===== src/edf_pkg.sv =====
// Shared types, command codes and default sizes for the EDF tick scheduler.
package edf_pkg;

  localparam int MAX_TASKS_DEF  = 16;
  localparam int PARAM_BITS_DEF = 16;

  localparam logic [1:0] CMD_LOAD    = 2'd0;
  localparam logic [1:0] CMD_RESTART = 2'd1;
  localparam logic [1:0] CMD_TICK    = 2'd2;

  typedef struct packed {
    logic [1:0]  cmd;
    logic [3:0]  task_index;
    logic [15:0] exec_budget;
    logic [15:0] task_period;
    logic [15:0] relative_deadline;
  } in_item_t;

  typedef struct packed {
    logic        tick_done;
    logic        busy_res;
    logic [4:0]  running_id;
    logic [31:0] tick_time;
  } out_item_t;

  typedef struct packed {
    logic       clr_we;
    logic       load_we;
    logic       rd_en;
    logic       rd_restart;
    logic       search_clr;
    logic       fin;
    logic [1:0] fin_cmd;
  } ctl_t;

endpackage


===== src/edf_ctrl.sv =====
// Sequencer for the EDF scheduler: clearing pass, slot sweeps and result timing.
module edf_ctrl #(
  parameter int MAX_TASKS = edf_pkg::MAX_TASKS_DEF,
  localparam int IDX_W    = (MAX_TASKS > 1) ? $clog2(MAX_TASKS) : 1
) (
  input  logic                     clk,
  input  logic                     rst_n,
  input  logic                     start,
  input  logic [1:0]               cmd,
  input  logic [3:0]               task_index,
  input  logic [4:0]               task_count,
  output logic                     busy,
  output logic [IDX_W-1:0]         idx_o,
  output edf_pkg::ctl_t            ctl_o
);

  localparam int CNT_W = $clog2(MAX_TASKS + 1);
  localparam logic [IDX_W-1:0] LAST_SLOT = IDX_W'(MAX_TASKS - 1);

  localparam logic [2:0] S_CLEAR = 3'd0;
  localparam logic [2:0] S_IDLE  = 3'd1;
  localparam logic [2:0] S_SWEEP = 3'd2;
  localparam logic [2:0] S_WAIT  = 3'd3;
  localparam logic [2:0] S_FIN   = 3'd4;

  logic [2:0]       state_r, state_nxt;
  logic [IDX_W-1:0] idx_r, idx_nxt;
  logic [1:0]       cmd_r, cmd_nxt;
  logic [CNT_W-1:0] n_act;
  logic [IDX_W-1:0] last_idx;
  logic             slot_ok;

  always_comb begin
    if (32'(task_count) > 32'(MAX_TASKS)) begin
      n_act = CNT_W'(MAX_TASKS);
    end else begin
      n_act = CNT_W'(task_count);
    end
  end

  assign last_idx = (cmd_r == edf_pkg::CMD_RESTART) ? LAST_SLOT : IDX_W'(n_act - 1'b1);
  assign slot_ok  = 32'(task_index) < 32'(MAX_TASKS);

  always_comb begin
    state_nxt = state_r;
    idx_nxt   = idx_r;
    cmd_nxt   = cmd_r;
    ctl_o     = '0;
    unique case (state_r)
      S_CLEAR: begin
        ctl_o.clr_we = 1'b1;
        if (idx_r == LAST_SLOT) begin
          idx_nxt   = '0;
          state_nxt = S_IDLE;
        end else begin
          idx_nxt = idx_r + 1'b1;
        end
      end
      S_IDLE: begin
        if (start) begin
          cmd_nxt = cmd;
          idx_nxt = '0;
          unique case (cmd)
            edf_pkg::CMD_LOAD: begin
              ctl_o.load_we = slot_ok;
              state_nxt     = S_FIN;
            end
            edf_pkg::CMD_RESTART: begin
              state_nxt = S_SWEEP;
            end
            edf_pkg::CMD_TICK: begin
              ctl_o.search_clr = 1'b1;
              state_nxt        = (n_act == '0) ? S_FIN : S_SWEEP;
            end
            default: begin
              state_nxt = S_FIN;
            end
          endcase
        end
      end
      S_SWEEP: begin
        ctl_o.rd_en      = 1'b1;
        ctl_o.rd_restart = (cmd_r == edf_pkg::CMD_RESTART);
        if (idx_r == last_idx) begin
          idx_nxt   = '0;
          state_nxt = S_WAIT;
        end else begin
          idx_nxt = idx_r + 1'b1;
        end
      end
      S_WAIT: begin
        // let the last slot's write-back land
        state_nxt = S_FIN;
      end
      S_FIN: begin
        ctl_o.fin     = 1'b1;
        ctl_o.fin_cmd = cmd_r;
        state_nxt     = S_IDLE;
      end
      default: begin
        state_nxt = S_IDLE;
      end
    endcase
  end

  always_ff @(posedge clk) begin
    if (!rst_n) begin
      state_r <= S_CLEAR;
      idx_r   <= '0;
      cmd_r   <= edf_pkg::CMD_LOAD;
    end else begin
      state_r <= state_nxt;
      idx_r   <= idx_nxt;
      cmd_r   <= cmd_nxt;
    end
  end

  assign busy  = (state_r != S_IDLE);
  assign idx_o = idx_r;

  a_load_only_idle: assert property (@(posedge clk) disable iff (!rst_n)
    ctl_o.load_we |-> (state_r == S_IDLE && start))
    else $error("load write outside an accepted transfer");

  a_fin_single: assert property (@(posedge clk) disable iff (!rst_n)
    ctl_o.fin |=> !ctl_o.fin && state_r == S_IDLE)
    else $error("result strobe longer than one cycle");

  a_clr_no_read: assert property (@(posedge clk) disable iff (!rst_n)
    ctl_o.clr_we |-> !ctl_o.rd_en && !ctl_o.fin && busy)
    else $error("clearing pass overlaps other work");

endmodule


===== src/edf_dpath.sv =====
// Task tables, release and deadline update, minimum-deadline search and result register.
module edf_dpath #(
  parameter int MAX_TASKS  = edf_pkg::MAX_TASKS_DEF,
  parameter int PARAM_BITS = edf_pkg::PARAM_BITS_DEF,
  localparam int IDX_W     = (MAX_TASKS > 1) ? $clog2(MAX_TASKS) : 1
) (
  input  logic                 clk,
  input  logic                 rst_n,
  input  edf_pkg::ctl_t        ctl_i,
  input  logic [IDX_W-1:0]     idx_i,
  input  edf_pkg::in_item_t    in_item,
  output logic                 out_valid,
  output edf_pkg::out_item_t   out_item
);

  logic [PARAM_BITS-1:0] bud_mem [MAX_TASKS];
  logic [PARAM_BITS-1:0] per_mem [MAX_TASKS];
  logic [PARAM_BITS-1:0] dl_mem  [MAX_TASKS];
  logic [PARAM_BITS-1:0] rem_mem [MAX_TASKS];
  logic [31:0]           rel_mem [MAX_TASKS];
  logic [31:0]           abs_mem [MAX_TASKS];

  logic [PARAM_BITS-1:0] bud_rd_r, per_rd_r, dl_rd_r, rem_rd_r;
  logic [31:0]           rel_rd_r, abs_rd_r;

  logic                  s2_v_r, s2_rst_r;
  logic [IDX_W-1:0]      s2_idx_r;

  logic [31:0]           now_r;
  logic                  best_found_r;
  logic [IDX_W-1:0]      best_idx_r;
  logic [31:0]           best_abs_r;
  logic [PARAM_BITS-1:0] best_rem_r;

  logic                  out_valid_r;
  edf_pkg::out_item_t    out_item_r, out_item_nxt;

  logic                  hit, better, fin_tick;
  logic [PARAM_BITS-1:0] new_rem;
  logic [31:0]           new_rel, new_abs;

  logic                  rem_we, tab_we, par_we;
  logic [IDX_W-1:0]      rem_wa, tab_wa, par_wa;
  logic [PARAM_BITS-1:0] rem_wd, bud_wd, per_wd, dl_wd;
  logic [31:0]           rel_wd, abs_wd;

  // Write-back stage: reset the slot on restart, else release it if due, then weigh it against the best so far
  always_comb begin
    hit = !s2_rst_r && (rel_rd_r == now_r);
    if (s2_rst_r) begin
      new_rem = '0;
      new_rel = '0;
      new_abs = 32'(dl_rd_r);
    end else if (hit) begin
      new_rem = bud_rd_r;
      new_rel = rel_rd_r + 32'(per_rd_r);
      new_abs = now_r + 32'(dl_rd_r);
    end else begin
      new_rem = rem_rd_r;
      new_rel = rel_rd_r;
      new_abs = abs_rd_r;
    end
    better = s2_v_r && !s2_rst_r && (new_rem != '0) &&
             (!best_found_r || (new_abs < best_abs_r));
  end

  assign fin_tick = ctl_i.fin && (ctl_i.fin_cmd == edf_pkg::CMD_TICK);

  always_comb begin
    rem_we = ctl_i.clr_we || s2_v_r || (fin_tick && best_found_r);
    if (ctl_i.clr_we) begin
      rem_wa = idx_i;
      rem_wd = '0;
    end else if (s2_v_r) begin
      rem_wa = s2_idx_r;
      rem_wd = new_rem;
    end else begin
      rem_wa = best_idx_r;
      rem_wd = best_rem_r - 1'b1;
    end

    tab_we = ctl_i.clr_we || s2_v_r;
    tab_wa = ctl_i.clr_we ? idx_i : s2_idx_r;
    rel_wd = ctl_i.clr_we ? '0 : new_rel;
    abs_wd = ctl_i.clr_we ? '0 : new_abs;

    par_we = ctl_i.clr_we || ctl_i.load_we;
    par_wa = ctl_i.clr_we ? idx_i : IDX_W'(in_item.task_index);
    bud_wd = ctl_i.clr_we ? '0 : PARAM_BITS'(in_item.exec_budget);
    per_wd = ctl_i.clr_we ? '0 : PARAM_BITS'(in_item.task_period);
    dl_wd  = ctl_i.clr_we ? '0 : PARAM_BITS'(in_item.relative_deadline);
  end

  always_ff @(posedge clk) begin
    if (par_we) begin
      bud_mem[par_wa] <= bud_wd;
      per_mem[par_wa] <= per_wd;
      dl_mem[par_wa]  <= dl_wd;
    end
    if (ctl_i.rd_en) begin
      bud_rd_r <= bud_mem[idx_i];
      per_rd_r <= per_mem[idx_i];
      dl_rd_r  <= dl_mem[idx_i];
    end
  end

  always_ff @(posedge clk) begin
    if (rem_we) begin
      rem_mem[rem_wa] <= rem_wd;
    end
    if (ctl_i.rd_en) begin
      rem_rd_r <= rem_mem[idx_i];
    end
  end

  always_ff @(posedge clk) begin
    if (tab_we) begin
      rel_mem[tab_wa] <= rel_wd;
      abs_mem[tab_wa] <= abs_wd;
    end
    if (ctl_i.rd_en) begin
      rel_rd_r <= rel_mem[idx_i];
      abs_rd_r <= abs_mem[idx_i];
    end
  end

  always_ff @(posedge clk) begin
    if (!rst_n) begin
      s2_v_r   <= 1'b0;
      s2_rst_r <= 1'b0;
    end else begin
      s2_v_r   <= ctl_i.rd_en;
      s2_rst_r <= ctl_i.rd_restart;
    end
    s2_idx_r <= idx_i;
  end

  always_ff @(posedge clk) begin
    if (!rst_n) begin
      best_found_r <= 1'b0;
    end else if (ctl_i.search_clr) begin
      best_found_r <= 1'b0;
    end else if (better) begin
      best_found_r <= 1'b1;
    end
    if (better) begin
      best_idx_r <= s2_idx_r;
      best_abs_r <= new_abs;
      best_rem_r <= new_rem;
    end
  end

  always_ff @(posedge clk) begin
    if (!rst_n) begin
      now_r <= '0;
    end else if (ctl_i.fin && ctl_i.fin_cmd == edf_pkg::CMD_RESTART) begin
      now_r <= '0;
    end else if (fin_tick) begin
      now_r <= now_r + 32'd1;
    end
  end

  always_comb begin
    out_item_nxt = '0;
    if (fin_tick) begin
      out_item_nxt.tick_done = 1'b1;
      out_item_nxt.busy_res  = best_found_r;
      out_item_nxt.tick_time = now_r;
      if (best_found_r) begin
        out_item_nxt.running_id = 5'({1'b0, best_idx_r} + 1'b1);
      end
    end
  end

  always_ff @(posedge clk) begin
    if (!rst_n) begin
      out_valid_r <= 1'b0;
    end else begin
      out_valid_r <= ctl_i.fin;
    end
    if (ctl_i.fin) begin
      out_item_r <= out_item_nxt;
    end
  end

  assign out_valid = out_valid_r;
  assign out_item  = out_item_r;

  a_fin_after_drain: assert property (@(posedge clk) disable iff (!rst_n)
    ctl_i.fin |-> !s2_v_r && !ctl_i.rd_en)
    else $error("result taken before sweep write-back drained");

endmodule


===== src/edf_periodic_task_scheduler.sv =====
// Top level of the earliest-deadline-first periodic task scheduler.
//
//  channel  ports                                       transfer
//  input    start, busy, in_item                        start && !busy
//  result   out_valid, out_item                         out_valid, one cycle
//  config   psel, penable, pwrite, paddr, pwdata,       psel && penable && pwrite
//           prdata, pready
//
// Tick: a sweep reads slots 0 to n - 1, n the active task count,
//   and is skipped when no slot is active;
//   one table slot is read per cycle through the single read port of the task tables.
// Restart: every slot is rewritten. Load and unused codes go straight to the result.
// After reset a clearing pass zeroes the tables with busy high.
// The result appears on out_valid for one cycle; the receiver cannot stall it.
module edf_periodic_task_scheduler #(
  parameter int MAX_TASKS  = edf_pkg::MAX_TASKS_DEF,
  parameter int PARAM_BITS = edf_pkg::PARAM_BITS_DEF
) (
  input  logic               clk,
  input  logic               rst_n,
  input  logic               start,
  output logic               busy,
  input  edf_pkg::in_item_t  in_item,
  output logic               out_valid,
  output edf_pkg::out_item_t out_item,
  input  logic               psel,
  input  logic               penable,
  input  logic               pwrite,
  input  logic [2:0]         paddr,
  input  logic [31:0]        pwdata,
  output logic [31:0]        prdata,
  output logic               pready
);

  localparam int IDX_W = (MAX_TASKS > 1) ? $clog2(MAX_TASKS) : 1;

  logic [4:0]       task_count_r;
  logic [IDX_W-1:0] idx;
  edf_pkg::ctl_t    ctl;

  always_ff @(posedge clk) begin
    if (!rst_n) begin
      task_count_r <= '0;
    end else if (psel && penable && pwrite && !paddr[2]) begin
      task_count_r <= pwdata[4:0];
    end
  end

  assign pready = 1'b1;
  assign prdata = paddr[2] ? 32'd0 : {27'd0, task_count_r};

  edf_ctrl #(
    .MAX_TASKS(MAX_TASKS)
  ) u_ctrl (
    .clk       (clk),
    .rst_n     (rst_n),
    .start     (start),
    .cmd       (in_item.cmd),
    .task_index(in_item.task_index),
    .task_count(task_count_r),
    .busy      (busy),
    .idx_o     (idx),
    .ctl_o     (ctl)
  );

  edf_dpath #(
    .MAX_TASKS (MAX_TASKS),
    .PARAM_BITS(PARAM_BITS)
  ) u_dpath (
    .clk      (clk),
    .rst_n    (rst_n),
    .ctl_i    (ctl),
    .idx_i    (idx),
    .in_item  (in_item),
    .out_valid(out_valid),
    .out_item (out_item)
  );

endmodule

===== config.mk =====
export PLATFORM = sky130hd
export DESIGN_NAME = edf_periodic_task_scheduler
export DESIGN_NICKNAME = d
export VERILOG_FILES = /design/src/edf_pkg.sv /design/src/edf_ctrl.sv /design/src/edf_dpath.sv /design/src/edf_periodic_task_scheduler.sv
export SDC_FILE = /design/constraint.sdc
export NUM_CORES = 2
export LEC_CHECK = 0
export BUFFER_PORTS_ARGS = -buffer_cell sky130_fd_sc_hd__buf_2
export CAP_MARGIN = 20
export CELL_PAD_IN_SITES_DETAIL_PLACEMENT = 0
export CELL_PAD_IN_SITES_GLOBAL_PLACEMENT = 1
export CORE_MARGIN = 5
export CORE_UTILIZATION = 60
export CTS_CLUSTER_DIAMETER = 40
export CTS_CLUSTER_SIZE = 25
export DETAILED_ROUTE_END_ITERATION = 10
export PLACE_DENSITY = 0.89
export RECOVER_POWER = 50
export SYNTH_ARGS = -nofsm -noshare
export SYNTH_HDL_FRONTEND = slang
export SYNTH_SLANG_ARGS = --single-unit

===== constraint.sdc =====
create_clock -name clk -period 18.03 [get_ports clk]
set_input_delay 5.409 -clock clk [delete_from_list [all_inputs] [get_ports clk]]
set_output_delay 5.409 -clock clk [all_outputs]
set_load 0.05 [all_outputs]

==> impl_metrics.json <==
{
  "synth-seq-cells": 2321,
  "yosys_warnings": 0,
  "wirelength_mm": 227,
  "whs_path_depth": 2,
  "dp.final_hpwl_mm": 113,
  "yosysTopAreaCell": "edfxtp_1",
  "leakage_nw": 34.5,
  "dieHeight_um": 402,
  "coreArea_mm2": 0.152,
  "switching_share": 0.232,
  "nets": 4816,
  "pwr-share-comb": 0.051,
  "clk_pin_slew_worst_paths_ps": 70,
  "hp-class": "flip-flop to flip-flop",
  "grt.total_usage": 0.282,
  "setup_viol": 0,
  "outcome": "finished, violations left",
  "cts_max_path_buffers": 3,
  "post_cts_resize_count": 0,
  "reg2reg_to": "u_dpath.rel_rd_r[8]$_DFFE_PP_",
  "synth_common_cells": "edfxtp_1 (2267), mux4_2 (624), nor2_1 (219)",
  "crit_path_start_kind": "flip-flop",
  "power_density_mw_per_mm2": 112,
  "crit_path_end_kind": "flip-flop",
  "path_max_fanout": 164,
  "port_buffers": 111,
  "cp_data_arrival_time_ps": 14620,
  "h-tree-depth": 4,
  "setup_ws_ps": 3960,
  "cts-root-buf": "clkbuf_16",
  "timing.reg2reg.setup_slack_ps": 3960,
  "cts_tree": "built",
  "dp.cells": 6443,
  "synthTopCellsByArea": "edfxtp_1 (74%), mux4_2 (15%), dfxtp_1 (1.2%)",
  "relSlewSlack": -5.92,
  "fin_crit_ps": 14070,
  "skew_ps": 51.6,
  "synthFlopType": "edfxtp_1",
  "drv_cap": 52,
  "finalHoldViolCount": 0,
  "min_period_over_period": 0.780,
  "synth_area_per_cell_um2": 20.8,
  "startpoint": "u_ctrl.idx_o[1]$_SDFFE_PN0P_",
  "numCtsBuffers": 225,
  "rr_startpoint": "u_ctrl.idx_o[1]$_SDFFE_PN0P_",
  "violations": "max-capacitance violations, max-slew violations",
  "grt_max_degree": 165,
  "vias": 46900,
  "met3_wirelength_mm": 24.8,
  "wl_met2_mm": 114,
  "wl_met1_mm": 79.1,
  "dieArea_mm2": 0.161,
  "fin_cells": 6885,
  "wl_per_cell_um": 32.9,
  "min_to": "u_ctrl.cmd_r[1]$_SDFFE_PN0P_",
  "start_util": 0.604,
  "finalSetupTns_ps": 0,
  "drive_above_1_share": 0.252,
  "clk_latency_ps": 870,
  "synth_edf_count": 2267,
  "ys_async_sr_fraction": 0,
  "netlist_instances": 4413,
  "grt_pass1_vias": 48500,
  "finish.utilization": 0.676,
  "pin_count": 169,
  "drt_drc_violations_left": 0,
  "pre_cts_slack_ps": 6670,
  "synth_top_area_share": 0.740,
  "synth_area_mm2": 0.0920,
  "area.growth.synth_to_final_pct": 11.9,
  "via_per_inst": 6.81,
  "peakVddDrop_mv": 0.113,
  "switching_power_w": 0.00267,
  "grt_pass1_wl_mm": 331,
  "worstMarginPinSlew_ps": 10380,
  "rsz0062_at_grt": "no",
  "grt.overflow.total": 0,
  "synthMostInstantiatedCell": "edfxtp_1",
  "max_freq_ghz": 0.0711,
  "p_seq_frac": 0.521,
  "maxUsedRoutingLayer": "met5",
  "seq_area_frac_synth": 0.752,
  "rows": 143,
  "clockPowerShare": 0.429,
  "required_ps": 18590,
  "antenna_found_initial": 5,
  "crit_type": "flip-flop to flip-flop",
  "gp_congestion": 0.839,
  "first_pass_iters": 6,
  "die_w_um": 402,
  "ant_nets": 0,
  "drt_iter0_drc": 6837,
  "r2r_cells": 4,
  "final-max-slew-violation-count": 2068,
  "hp-start": "u_ctrl.cmd_r[1]$_SDFFE_PN0P_",
  "cts_setup_buffers": 0,
  "cts_hold_buf": 0,
  "p_int_w": 0.00885,
  "cts_sinks": 2321,
  "ys_types": 72
}
==> kinds of logic (layout without fill, tap and decap cells) <==
group / count (synthesis) / in the layout / share of synthesized area
AND/OR/NAND/NOR: 615 / 615 / 0.0332
adder cells (fa/ha/maj): 74 / 74 / 0.0102
other: 2 / 34 / 0.0000816
AO/OA/AOI/OAI: 278 / 278 / 0.0191
multiplexers: 692 / 692 / 0.160
flip-flops: 2321 / 2321 / 0.752
buffers and inverters: 311 / 721 / 0.0142
XOR/XNOR: 120 / 120 / 0.0114
==> per-stage QoR <==
stage / area (µm²) / total power [W] / hold WS, ps
floorplan: 92100 / 0.00648 / 329
global placement: 95300 / 0.00663 / 488
detailed placement: 95300 / 0.00665 / 497
CTS: 103000 / 0.0115 / 512
global route: 103000 / 0.0119 / 556
finish: 103000 / 0.0115 / 508
==> power groups by stage <==
stage | sequential (W) | combinational (W) | clock, W
CTS | 0.00599 | 0.000553 | 0.00498
floorplan | 0.00609 | 0.000386 | 0
global placement | 0.00609 | 0.000534 | 0
finish | 0.00600 | 0.000584 | 0.00494
global route | 0.00600 | 0.000613 | 0.00524
detailed placement | 0.00610 | 0.000541 | 0
==> cell usage in the layout, fill, tap and decap left out, types with 20 or more instances in the layout <==
| cell type | instances |
|---|---|
| edfxtp_1 | 2267 |
| nor2_1 | 194 |
| mux2i_1 | 68 |
| and2_1 | 64 |
| and2_0 | 38 |
| inv_8 | 35 |
| inv_1 | 61 |
| xnor2_1 | 50 |
| clkinvlp_4 | 23 |
| buf_2 | 111 |
| a21oi_1 | 90 |
| xor2_1 | 70 |
| dfxtp_1 | 52 |
| nor3_1 | 27 |
| o21ai_0 | 60 |
| nand3_1 | 30 |
| nand2_1 | 89 |
| ha_1 | 72 |
| mux4_2 | 624 |
| clkbuf_1 | 85 |
| a211oi_1 | 52 |
| inv_6 | 33 |
| buf_4 | 36 |
| clkinv_8 | 24 |
| nor2b_1 | 39 |
| conb_1 | 28 |
| clkbuf_16 | 227 |
| nor4_1 | 20 |
| nor2_4 | 26 |
==> worst max-delay path by stage <==
stage,cells after the start,endpoint,slack (ps)
after floorplan,1,prdata[0],6520
after global placement,3,prdata[3],6690
after detailed placement,3,prdata[1],6670
after CTS,3,prdata[1],6660
after global routing,4,u_dpath.rel_rd_r[8]$_DFFE_PP_,3450
final,4,u_dpath.rel_rd_r[8]$_DFFE_PP_,3960
==> layout make-up <==
class                      count  area (µm²)
inverter                      64         241
sequential                  2321       69200
multi-input combinational   1807       21800
timing repair buffer         228        1190
clock buffer                 235        5710
clock inverter               194        2240
tap                         2030        2540
antenna                        6        15.0
fill                        8930       49300
==> per-layer routing <==
layer  vias up  track usage
li1      18600            -
met1     24300        0.381
met2      3450        0.460
met3       550       0.0610
met4         4        0.105
met5         -            0
==> state kept, by name (all words and copies together) (netlist names), 16 cells and up <==
signal / flops
u_dpath.best_rem_r: 16
u_dpath.rel_rd_r: 32
u_dpath.rel_mem: 512
u_dpath.per_rd_r: 16
u_dpath.bud_rd_r: 16
u_dpath.rem_rd_r: 16
u_dpath.dl_mem: 256
u_dpath.abs_rd_r: 32
u_dpath.best_abs_r: 32
u_dpath.abs_mem: 512
u_dpath.per_mem: 256
u_dpath.now_r: 32
u_dpath.bud_mem: 256
u_dpath.rem_mem: 256
u_dpath.dl_rd_r: 16
u_dpath.out_item: 39
==> critical path: stages (launching register included) <==
cell      delay, ps
dfxtp_1        2170
clkbuf_1       7350
clkbuf_1       3000
mux4_2          540
mux4_2          550
No activity file was read; power rests on OpenSTA's default activity.
